### config.mk
export PLATFORM = sky130hd
export DESIGN_NAME = uvs_cordic
export DESIGN_NICKNAME = d
export VERILOG_FILES = /design/src/hdl/uvs_pkg.sv /design/src/hdl/uvs_cordic.sv
export SDC_FILE = /design/constraint.sdc
export NUM_CORES = 2
export LEC_CHECK = 0
export ABC_CLOCK_PERIOD_IN_PS = 13950
export BUFFER_PORTS_ARGS = -buffer_cell sky130_fd_sc_hd__buf_2
export CAP_MARGIN = 5
export CORE_AREA = 5 5 445 447
export CTS_CLUSTER_DIAMETER = 80
export CTS_CLUSTER_SIZE = 28
export DETAILED_ROUTE_END_ITERATION = 10
export DIE_AREA = 0 0 450 452
export PLACE_DENSITY = 0.77
export RECOVER_POWER = 50
export SKIP_CTS_REPAIR_TIMING = 1
export SYNTH_ARGS = -nofsm -noshare
export SYNTH_HDL_FRONTEND = slang
export SYNTH_SLANG_ARGS = --single-unit
### constraint.sdc
create_clock -name clk -period 13.95 [get_ports clk]
set_input_delay 2.79 -clock clk [delete_from_list [all_inputs] [get_ports clk]]
set_output_delay 2.79 -clock clk [all_outputs]
set_load 0.1 [all_outputs]
### src/hdl/uvs_pkg.sv
`timescale 1ns / 1ps

package uvs_pkg;

    // Input index width and angle word width
    localparam int KW        = 8;
    localparam int ANGLE_W   = 32;
    // Full quotient of (k << 32) / d
    localparam int QUO_W     = KW + ANGLE_W;
    // Long division: quotient bits resolved per pipeline stage
    localparam int DIV_STEPS  = 4;
    localparam int DIV_STAGES = QUO_W / DIV_STEPS;

    // CORDIC datapath width (Q2.30 plus headroom)
    localparam int CW = 34;

    localparam logic [31:0] PI_Q30           = 32'd3373259426;
    localparam logic signed [CW-1:0] CORDIC_GAIN = 34'sd652032874;

    // Register indexes of the configuration port
    localparam logic [2:0] REG_RADIUS   = 3'd0;
    localparam logic [2:0] REG_CENTER_X = 3'd1;
    localparam logic [2:0] REG_CENTER_Y = 3'd2;
    localparam logic [2:0] REG_CENTER_Z = 3'd3;
    localparam logic [2:0] REG_SEGMENTS = 3'd4;
    localparam logic [2:0] REG_BASE     = 3'd5;

    // Per-vertex side data that travels beside the trigonometry
    typedef struct packed {
        logic [23:0] index;
        logic        quad;
        logic [16:0] u;
        logic [16:0] v;
    } side_t;

    // Arctangent of 2^-i in Q2.30, truncated
    function automatic logic signed [CW-1:0] atan_q30(input logic [4:0] i);
        logic signed [CW-1:0] a;
        case (i)
            5'd0:  a = 34'sd843314856;
            5'd1:  a = 34'sd497837829;
            5'd2:  a = 34'sd263043836;
            5'd3:  a = 34'sd133525158;
            5'd4:  a = 34'sd67021686;
            5'd5:  a = 34'sd33543515;
            5'd6:  a = 34'sd16775850;
            5'd7:  a = 34'sd8388437;
            5'd8:  a = 34'sd4194282;
            5'd9:  a = 34'sd2097149;
            5'd10: a = 34'sd1048575;
            5'd11: a = 34'sd524287;
            5'd12: a = 34'sd262143;
            5'd13: a = 34'sd131071;
            5'd14: a = 34'sd65535;
            5'd15: a = 34'sd32767;
            5'd16: a = 34'sd16383;
            5'd17: a = 34'sd8191;
            5'd18: a = 34'sd4095;
            5'd19: a = 34'sd2047;
            5'd20: a = 34'sd1023;
            5'd21: a = 34'sd511;
            5'd22: a = 34'sd255;
            5'd23: a = 34'sd127;
            default: a = '0;
        endcase
        return a;
    endfunction

endpackage

### src/hdl/uvs_cordic.sv
`timescale 1ns / 1ps

// Rotation-mode CORDIC, one micro-rotation per pipeline stage
module uvs_cordic #(
    parameter int STEPS = 16
) (
    input  logic                             clk,
    input  logic                             en,
    input  logic signed [uvs_pkg::CW-1:0]    z_in,
    input  logic [1:0]                       quad_in,
    output logic signed [uvs_pkg::CW-1:0]    x_out,
    output logic signed [uvs_pkg::CW-1:0]    y_out,
    output logic [1:0]                       quad_out
);

    localparam int CW = uvs_pkg::CW;

    logic signed [CW-1:0] x_reg [STEPS];
    logic signed [CW-1:0] y_reg [STEPS];
    logic signed [CW-1:0] z_reg [STEPS];
    logic [1:0]           q_reg [STEPS];
    logic signed [CW-1:0] x_in  [STEPS];
    logic signed [CW-1:0] y_in  [STEPS];
    logic signed [CW-1:0] z_st  [STEPS];
    logic [1:0]           q_in  [STEPS];

    for (genvar g = 0; g < STEPS; g++) begin : g_step
        if (g == 0) begin : g_first
            assign x_in[g] = uvs_pkg::CORDIC_GAIN;
            assign y_in[g] = '0;
            assign z_st[g] = z_in;
            assign q_in[g] = quad_in;
        end else begin : g_rest
            assign x_in[g] = x_reg[g-1];
            assign y_in[g] = y_reg[g-1];
            assign z_st[g] = z_reg[g-1];
            assign q_in[g] = q_reg[g-1];
        end

        // Rotate towards zero residual angle
        always_ff @(posedge clk)
        begin
            if (en)
            begin
                if (!z_st[g][CW-1])
                begin
                    x_reg[g] <= x_in[g] - (y_in[g] >>> g);
                    y_reg[g] <= y_in[g] + (x_in[g] >>> g);
                    z_reg[g] <= z_st[g] - uvs_pkg::atan_q30(5'(g));
                end
                else
                begin
                    x_reg[g] <= x_in[g] + (y_in[g] >>> g);
                    y_reg[g] <= y_in[g] - (x_in[g] >>> g);
                    z_reg[g] <= z_st[g] + uvs_pkg::atan_q30(5'(g));
                end
                q_reg[g] <= q_in[g];
            end
        end
    end

    assign x_out    = x_reg[STEPS-1];
    assign y_out    = y_reg[STEPS-1];
    assign quad_out = q_reg[STEPS-1];

endmodule

==> flow_summary_export.csv <==
group,metric,value,unit
status,status,"finished with violations",
status,violations,"max-capacitance violations, max-slew violations",
setup_path,path_cells,"buf_12, nand2_1, clkbuf_1, inv_1, clkbuf_1, nor2_1, xor2_1, ha_1, a21oi_1, nor2b_1, a21oi_1, a31oi_1, o2111ai_1, o31ai_1, a31oi_1, o31ai_1, a21oi_1, xnor2_1",
logic_synthesis,synthDistinctLibCells,94,
logic_synthesis,syn_area,125200,µm²
logic_synthesis,synth_seq_cells,1504,
clocking,cts_tree,"built",
drt,totalWireLength,308.6,mm
timing,slew_viol_final,1338,
setup_path,path_buf_inv,4,
floorplanning,die_width,450,µm
global_route,overflow,0,
setup_path,end_kind,"register",
place,hpwl,242.8,mm
logic_synthesis,yosysSeqAreaShare,0.3608,
timing,hold_violations,0,
timing,finClkSkew,0.03053,ns
floorplanning,dieArea,203400,µm²
timing,layout_min_cycle_time,10.79,ns
clocking,cts_htree_levels,3,
timing,timing.slew.headroom,-1.866,
place,io_buffer_count,107,
logic_synthesis,synth_fp_nets,14430,
setup_path,crit_fanout,111,
clocking,clk_latency,0.79,ns
setup_path,crit_path_frequent_cell,"a21oi_1",
floorplanning,die_y,452,µm
timing,rsz0062_at_grt,"false",
logic_synthesis,synth-edff-count,1504,
finish,layout_common_cells,"edfxtp_1, ha_1, a21oi_1",
clocking,clock-sinks,1504,
setup_path,crit_family,"buffers and inverters",
global_route,grt_max_degree,196,
global_route,grt_pass1_wl,494.5,mm
global_route,grt_pass1_vias,95270,
timing,setup_tns,0,ns
finish,nFillCells,14990,
setup_path,start_kind,"primary input",
finish,num-nets-final,14500,
finish,area_growth,5.899,%
floorplanning,start_util,0.6459,
global_route,antenna_found_initial,1,
timing,fmaxAchievable,0.09271,GHz
finish,drive_gt1_frac,0.03195,
timing,setup_viol,0,
floorplanning,coreArea,193800,µm²
clocking,clockRootBuffer,"clkbuf_16",
logic_synthesis,ys_async_sr_fraction,0,
drt,drt_iter0_drc,7582,
drt,firstDrtPassIters,8,
timing,tightest_slew,4.299,ns
place,gp_congestion,0.9737,
floorplanning,ioPinCount,108,
hold_path,hold_class,"reg -> reg",
setup_path,cp.required,14.42,ns
logic_synthesis,syn_inst,12920,
clocking,cts_buffer_depth,3,
drt,vias,98610,
drt,post_drt_wl_per_cell,19.75,µm
setup_path,crit_type,"in -> reg",
logic_synthesis,yosysWarnings,0,
setup_path,worst_ep_arrival_time,11.25,ns
logic_synthesis,syn_area_per_cell,9.684,µm²
drt,drcViolationCount,0,
drt,via_per_inst,6.310,
finish,layout_commonest_cell,"edfxtp_1",
setup_path,crit_slowest_cell,"clkbuf_1",
drt,ant_nets,0,
global_route,grt_usage,0.2937,
finish,largest_reg_flops,511,
floorplanning,num_rows,162,
flow_run,maxCapViolCount,27,
timing,post-route-period-util,0.7732,
clocking,cts_buffers,106,
logic_synthesis,ys.flop_type,"edfxtp_1",
setup_path,slowest_delay,1.89,ns
clocking,clk_pin_slew_worst_paths,0.10,ns
-- cell usage after synthesis (178+ instances only) --
library cell / count / share of area
xnor2_1: 1251 / 0.088
nor2_1: 990 / 0.030
inv_1: 543 / 0.016
nand3_1: 200 / 0.0080
o21a_1: 178 / 0.011
nor3_1: 275 / 0.011
a21oi_1: 1374 / 0.055
xor2_1: 616 / 0.043
a21o_1: 750 / 0.045
ha_1: 1427 / 0.14
nand2_1: 714 / 0.021
nand2b_1: 225 / 0.011
o21ai_0: 680 / 0.027
edfxtp_1: 1504 / 0.36
nor2b_1: 201 / 0.010
-- routing by layer --
metal,wire [µm],global-route usage,vias up
met5,0,0,-
met4,13380,0.1157,0
met3,17120,0.03426,705
met2,148200,0.5121,2982
met1,129900,0.3748,46750
li1,-,-,48170
-- area by class of cell --
type	instances	area, µm²	share of cell area
flip-flops and latches	1504	45160	0.3407
multi-input cells	10680	77200	0.5825
well taps	2542	3181	0.02400
inverters	546	2049	0.01546
clock inverters	88	1434	0.01082
diodes	2	5.005	0.00003776
clock buffers	109	2728	0.02058
repair buffers	158	778.2	0.005872
-- worst register-to-register path, delay by kind of cell (launching register included) --
family                     cells  cell delay [ns]
adders and majority gates      1             0.36
and+or+nand+nor                3             0.62
DFF                            1             0.40
buffers and inverters          3             4.03
xor gates and xnor gates       2             0.79
AOI/OAI and AO/OA              8             2.22
-- cell families (layout without fill, tap and decap cells) --
group	Yosys count	count (layout)	share of synthesized area
compound gates	4056	4056	0.2057
xor+xnor	1867	1867	0.1306
fa+ha+maj	1471	1471	0.1497
buf+inv	742	901	0.02230
flops	1504	1504	0.3608
mux	107	107	0.009007
other cells	0	2	0
simple gates	3177	3177	0.1218
-- final timing paths --
path	startpoint	end	slack (ns)	cells after the start
max reg2reg	z_reg[0][237]$_DFFE_PP_	x_reg[7][33]$_DFFE_PP_	5.22	17
min	q_reg[0][8]$_DFFE_PP_	q_reg[0][10]$_DFFE_PP_	0.41	0
max	en	x_reg[7][33]$_DFFE_PP_	3.16	18
min reg2reg	q_reg[0][8]$_DFFE_PP_	q_reg[0][10]$_DFFE_PP_	0.41	0
-- stage by stage --
step	area [µm²]	worst slack, ns	std cells	util	hold slack (ns)
detailed placement	128600	4.779	15430	0.6636	0.4045
CTS	132700	5.576	15630	0.6851	0.4200
global route	132500	2.446	15630	0.6840	0.4308
finish	132500	3.163	15630	0.6840	0.4148
floorplan	125200	6.499	12920	-	0.4003
global placement	128600	4.852	15430	0.6636	0.4003
Power is not shown: default switching activity piles up to over one toggle a cycle in this logic, so the estimate is an artifact.
