### src/hdl/uvs_pkg.sv
`timescale 1ns / 1ps

package uvs_pkg;

    // Input index width and angle word width
    localparam int KW        = 8;
    localparam int ANGLE_W   = 32;
    // Full quotient of (k << 32) / d
    localparam int QUO_W     = KW + ANGLE_W;
    // Long division: quotient bits resolved per pipeline stage
    localparam int DIV_STEPS  = 4;
    localparam int DIV_STAGES = QUO_W / DIV_STEPS;

    // CORDIC datapath width (Q2.30 plus headroom)
    localparam int CW = 34;

    localparam logic [31:0] PI_Q30           = 32'd3373259426;
    localparam logic signed [CW-1:0] CORDIC_GAIN = 34'sd652032874;

    // Register indexes of the configuration port
    localparam logic [2:0] REG_RADIUS   = 3'd0;
    localparam logic [2:0] REG_CENTER_X = 3'd1;
    localparam logic [2:0] REG_CENTER_Y = 3'd2;
    localparam logic [2:0] REG_CENTER_Z = 3'd3;
    localparam logic [2:0] REG_SEGMENTS = 3'd4;
    localparam logic [2:0] REG_BASE     = 3'd5;

    // Per-vertex side data that travels beside the trigonometry
    typedef struct packed {
        logic [23:0] index;
        logic        quad;
        logic [16:0] u;
        logic [16:0] v;
    } side_t;

    // Arctangent of 2^-i in Q2.30, truncated
    function automatic logic signed [CW-1:0] atan_q30(input logic [4:0] i);
        logic signed [CW-1:0] a;
        case (i)
            5'd0:  a = 34'sd843314856;
            5'd1:  a = 34'sd497837829;
            5'd2:  a = 34'sd263043836;
            5'd3:  a = 34'sd133525158;
            5'd4:  a = 34'sd67021686;
            5'd5:  a = 34'sd33543515;
            5'd6:  a = 34'sd16775850;
            5'd7:  a = 34'sd8388437;
            5'd8:  a = 34'sd4194282;
            5'd9:  a = 34'sd2097149;
            5'd10: a = 34'sd1048575;
            5'd11: a = 34'sd524287;
            5'd12: a = 34'sd262143;
            5'd13: a = 34'sd131071;
            5'd14: a = 34'sd65535;
            5'd15: a = 34'sd32767;
            5'd16: a = 34'sd16383;
            5'd17: a = 34'sd8191;
            5'd18: a = 34'sd4095;
            5'd19: a = 34'sd2047;
            5'd20: a = 34'sd1023;
            5'd21: a = 34'sd511;
            5'd22: a = 34'sd255;
            5'd23: a = 34'sd127;
            default: a = '0;
        endcase
        return a;
    endfunction

endpackage

### src/hdl/uvs_divider.sv
`timescale 1ns / 1ps

// Pipelined restoring divider: q = (k << 32) / d, a few quotient bits per stage
module uvs_divider #(
    parameter int DW = 9
) (
    input  logic                    clk,
    input  logic                    en,
    input  logic [uvs_pkg::KW-1:0]  k,
    input  logic [DW-1:0]           d,
    output logic [uvs_pkg::QUO_W-1:0] q
);

    localparam int QW = uvs_pkg::QUO_W;
    localparam int NS = uvs_pkg::DIV_STAGES;

    logic [DW-1:0] rem_reg  [NS];
    logic [QW-1:0] quo_reg  [NS];
    logic [QW-1:0] dvd_reg  [NS];
    logic [DW-1:0] rem_in   [NS];
    logic [QW-1:0] quo_in   [NS];
    logic [QW-1:0] dvd_in   [NS];
    logic [DW-1:0] rem_next [NS];
    logic [QW-1:0] quo_next [NS];
    logic [QW-1:0] dvd_next [NS];

    for (genvar g = 0; g < NS; g++) begin : g_stage
        // Feed the first stage from the port, the rest from the stage before
        if (g == 0) begin : g_first
            assign rem_in[g] = '0;
            assign quo_in[g] = '0;
            assign dvd_in[g] = {k, {uvs_pkg::ANGLE_W{1'b0}}};
        end else begin : g_rest
            assign rem_in[g] = rem_reg[g-1];
            assign quo_in[g] = quo_reg[g-1];
            assign dvd_in[g] = dvd_reg[g-1];
        end

        // Resolve the quotient bits of this stage
        always_comb
        begin
            logic [DW-1:0] rem;
            logic [QW-1:0] quo;
            logic [QW-1:0] dvd;
            logic [DW:0]   trial;
            rem = rem_in[g];
            quo = quo_in[g];
            dvd = dvd_in[g];
            for (int j = 0; j < uvs_pkg::DIV_STEPS; j++)
            begin
                trial = {rem, dvd[QW-1]};
                dvd   = {dvd[QW-2:0], 1'b0};
                if (trial >= {1'b0, d})
                begin
                    trial = trial - {1'b0, d};
                    quo   = {quo[QW-2:0], 1'b1};
                end
                else
                begin
                    quo   = {quo[QW-2:0], 1'b0};
                end
                rem = trial[DW-1:0];
            end
            rem_next[g] = rem;
            quo_next[g] = quo;
            dvd_next[g] = dvd;
        end

        // Advance the stage
        always_ff @(posedge clk)
        begin
            if (en)
            begin
                rem_reg[g] <= rem_next[g];
                quo_reg[g] <= quo_next[g];
                dvd_reg[g] <= dvd_next[g];
            end
        end
    end

    assign q = quo_reg[NS-1];

endmodule

### config.mk
export PLATFORM = sky130hd
export DESIGN_NAME = uvs_divider
export DESIGN_NICKNAME = d
export VERILOG_FILES = /design/src/hdl/uvs_pkg.sv /design/src/hdl/uvs_divider.sv
export SDC_FILE = /design/constraint.sdc
export NUM_CORES = 1
export LEC_CHECK = 0
export BUFFER_PORTS_ARGS = -buffer_cell sky130_fd_sc_hd__buf_4
export CORE_MARGIN = 8
export CORE_UTILIZATION = 60
export CTS_CLUSTER_DIAMETER = 50
export DETAILED_ROUTE_END_ITERATION = 8
export PLACE_DENSITY = 0.81
export SETUP_SLACK_MARGIN = 0.2
export SLEW_MARGIN = 20
export SYNTH_ARGS = -nofsm -noshare
export SYNTH_HDL_FRONTEND = slang
export SYNTH_SLANG_ARGS = --single-unit
### constraint.sdc
create_clock -name clk -period 23.2 [get_ports clk]
set_input_delay 1.16 -clock clk [delete_from_list [all_inputs] [get_ports clk]]
set_output_delay 1.16 -clock clk [all_outputs]
set_load 0.05 [all_outputs]
==> out/qor.txt <==
Sequential-to-total area share from yosys stat - 34.7%
Post-synthesis share of cell area spent on full adders, half adders and majority gates - 16.7%
Remaining global-route overflow - 0
Area fraction in compound gates after synthesis - 19.8%
Routed length per instance - 18.9 um
Count of standard-cell rows - 77
Worst-case clock buffer depth - 3
Drt initial violations - 1549
Max-slew violation total from the final report - 0
Tot GR Track Use - 24.3%
WL final - 62.2 mm
Crit start category - input port
Area of the core - 43800 um^2
CTS root buf - sky130_fd_sc_hd__clkbuf_16
Number of warnings printed during yosys synthesis - 0
Count of cells along the worst register-to-register path - 32
Share of synthesized flip-flops with an asynchronous set or reset - 0%
Yosys cell types - 99
Final cycle utilization of the critical path - 48.0%
CP Data Arrival Time - 11.46 ns
Maximum fanout count along the critical path - 39
Total of fill cells in the finished design - 3299
Layout overhead on the synthesized area - 10.7%
Maximum Capacitance Violations - 0
TritonCTS clock tree - yes
Hold_buf cts - 0
Critical Setup Path Class - in -> reg
Clock slew seen by the registers of the worst setup and hold paths - 0.06 ns
Transition time at the pin with the least slew margin - 1.07 ns
Count of buffers from port buffering - 58
Proportion of layout cells with a drive suffix above 1 - 15.0%
Final setup vio count - 0
Core utilization of the finished layout - 66.6%
First-pass GRT wire length - 102 mm
Synth Net Count - 2929
R2R Path End - rem_reg[3][7]
Via count of the first global-routing pass - 21000
Floorplan die height - 226 um
Number of synthesized flops with an enable pin - 305
CTS Buf Count - 47
Most common cell after layout, fill and taps aside - sky130_fd_sc_hd__ha_1
Critical register-to-register path startpoint - rem_reg[2][0]
Synthesized area per cell - 10.3 um^2
Crit path max-delay cell type - sky130_fd_sc_hd__a31oi_1
Proportion of netlist area held by the largest area contributor - 34.7%
Post-route cell area - 29200 um^2
Initial standard-cell utilization of the core - 60.2%
Unrepaired setup endpoints after global routing - false
Main area contributors after synthesis - sky130_fd_sc_hd__edfxtp_1, sky130_fd_sc_hd__ha_1, sky130_fd_sc_hd__mux2_2, sky130_fd_sc_hd__xnor2_1, sky130_fd_sc_hd__a21oi_1
Total setup buffers inserted after CTS - 0
Most used flip-flop cell after synthesis - sky130_fd_sc_hd__edfxtp_1
Placer's final routability congestion estimate - 0.907
Biggest area consumer among synthesized cells - sky130_fd_sc_hd__edfxtp_1
Pin count of the biggest net entering global routing - 87
Crit path time final - 11.15 ns
Setup clock skew after layout - 0.00954 ns
Number of H-tree levels - 2
Worst reg-to-reg setup slack - 13.48 ns
Worst setup path endpoint - rem_reg[3][7]
Data required time of the critical path - 23.51 ns
Mapped Cells - 2567
Maximum achievable frequency - 89.7 MHz
Relative max-transition margin - 28.2%
Longest individual stage delay on the worst path - 0.69 ns
Drc violations - 0
Vias - 20600
# resized after CTS - 0
Path category of the worst min-delay check - reg -> reg
Dominant combinational cell family by area after synthesis - compound AO/OA/AOI/OAI gates
Post-synthesis register bit count - 305
Final hold violation count - 0
Sink Count - 305
Post-DRT Antenna Nets - 0
Number of nets at the end of the flow - 3024
Overall die area - 50900 um^2
Placement-stage cell area - 27600 um^2
Final-layout setup total negative slack - 0 ns
Half-perimeter wire length after placement - 43.9 mm
Total standard cell area after synthesis - 26400 um^2
Number of I/O pins - 59
Kind of end point of the critical path - flip-flop
Max FFs per register - 220
Run status - finished, final reports clean
Basic-gate share of the synthesized area counting and, or, nand and nor cells - 11.4%
Critical path startpoint - d[1]
Clock latency at the later pin of the worst-skew pair - 0.57 ns
Chip Width - 226 um
Antenna violations before repair - 0
Via density - 6.26
Share of synthesized area spent on multiplexers - 7.85%
Xor/xnor cell area share of the yosys netlist - 7.17%
Commonest cells after routing, fill and taps aside - sky130_fd_sc_hd__ha_1, sky130_fd_sc_hd__edfxtp_1, sky130_fd_sc_hd__a21oi_1, sky130_fd_sc_hd__nor2_1, sky130_fd_sc_hd__o21ai_0
Iteration count of the initial detailed-routing pass - 8
## area by class of cell
class,count,area (um^2),share of cell area [%]
well taps,592,741,2.54
clock buffers,49,1230,4.20
inverters,119,452,1.55
clock inverters,36,404,1.38
multi-input cells,2108,16600,56.9
repair buffers,81,616,2.11
diodes,1,2.50,0.00857
flip-flops and latches,305,9160,31.4
## worst max-delay path: cells and delay by family
kind                     cells  cell delay, ns
AO/OA/AOI/OAI               17            4.85
buffers and inverters        5            1.49
adder cells (fa/ha/maj)      4            1.44
AND/OR/NAND/NOR              5            1.24
multiplexers                 4            1.18
## cell families after synthesis
kind of cell	after synthesis
AOI/OAI and AO/OA	761
muxes	183
adders and majority gates	343
DFF	305
xor gates and xnor gates	216
buffers and inverters	154
and+or+nand+nor	605
## how the worst min path moves through the flow
stage / depth (start not counted) / slack, ns / start / to
5_1_grt: 0 / 0.42 / quo_reg[2][8] / quo_reg[3][12]
6_report: 0 / 0.41 / quo_reg[2][8] / quo_reg[3][12]
3_5_place_dp: 0 / 0.40 / quo_reg[2][8] / quo_reg[3][12]
3_3_place_gp: 0 / 0.40 / quo_reg[8][9] / quo_reg[9][13]
4_1_cts: 0 / 0.41 / quo_reg[4][13] / quo_reg[5][17]
2_1_floorplan: 0 / 0.40 / quo_reg[0][0] / quo_reg[1][4]
## stage by stage
| step | hold WS, ns | cells | setup slack (ns) |
|---|---|---|---|
| detailed placement | 0.405 | 3205 | 11.72 |
| global placement | 0.400 | 3205 | 12.04 |
| floorplan | 0.400 | 2567 | 12.40 |
| CTS | 0.411 | 3290 | 12.30 |
| global route | 0.417 | 3290 | 11.28 |
| finish | 0.409 | 3291 | 12.05 |
## metal layers
metal | GRT usage [%] | routed length [um] | vias up
li1 | - | - | 9964
met1 | 29.4 | 25900 | 9881
met2 | 43.1 | 30800 | 582
met3 | 3.38 | 3170 | 175
met4 | 10.0 | 2240 | 0
met5 | 0 | 0 | -
## Yosys cell counts, drive strengths merged, types with 9 or more instances
| cell type | n |
|---|---|
| mux2 | 157 |
| or2 | 20 |
| buf | 18 |
| o31ai | 27 |
| ha | 328 |
| a21o | 110 |
| a31oi | 29 |
| o21bai | 44 |
| and3 | 19 |
| nor2 | 177 |
| clkbuf | 17 |
| edfxtp | 305 |
| o21ai | 153 |
| nand3 | 39 |
| o211ai | 29 |
| xor2 | 77 |
| nand2 | 134 |
| a21oi | 190 |
| a21boi | 11 |
| o21a | 34 |
| a211o | 9 |
| nor2b | 48 |
| a311oi | 11 |
| and2 | 32 |
| nand2b | 31 |
| inv | 118 |
| a211oi | 35 |
| nor3 | 41 |
| or3 | 17 |
| fa | 15 |
| xnor2 | 139 |
| nand4 | 20 |
| o31a | 9 |
| mux2i | 26 |
Power is not shown: default switching activity piles up to over one toggle a cycle in this logic, so the estimate is an artifact.
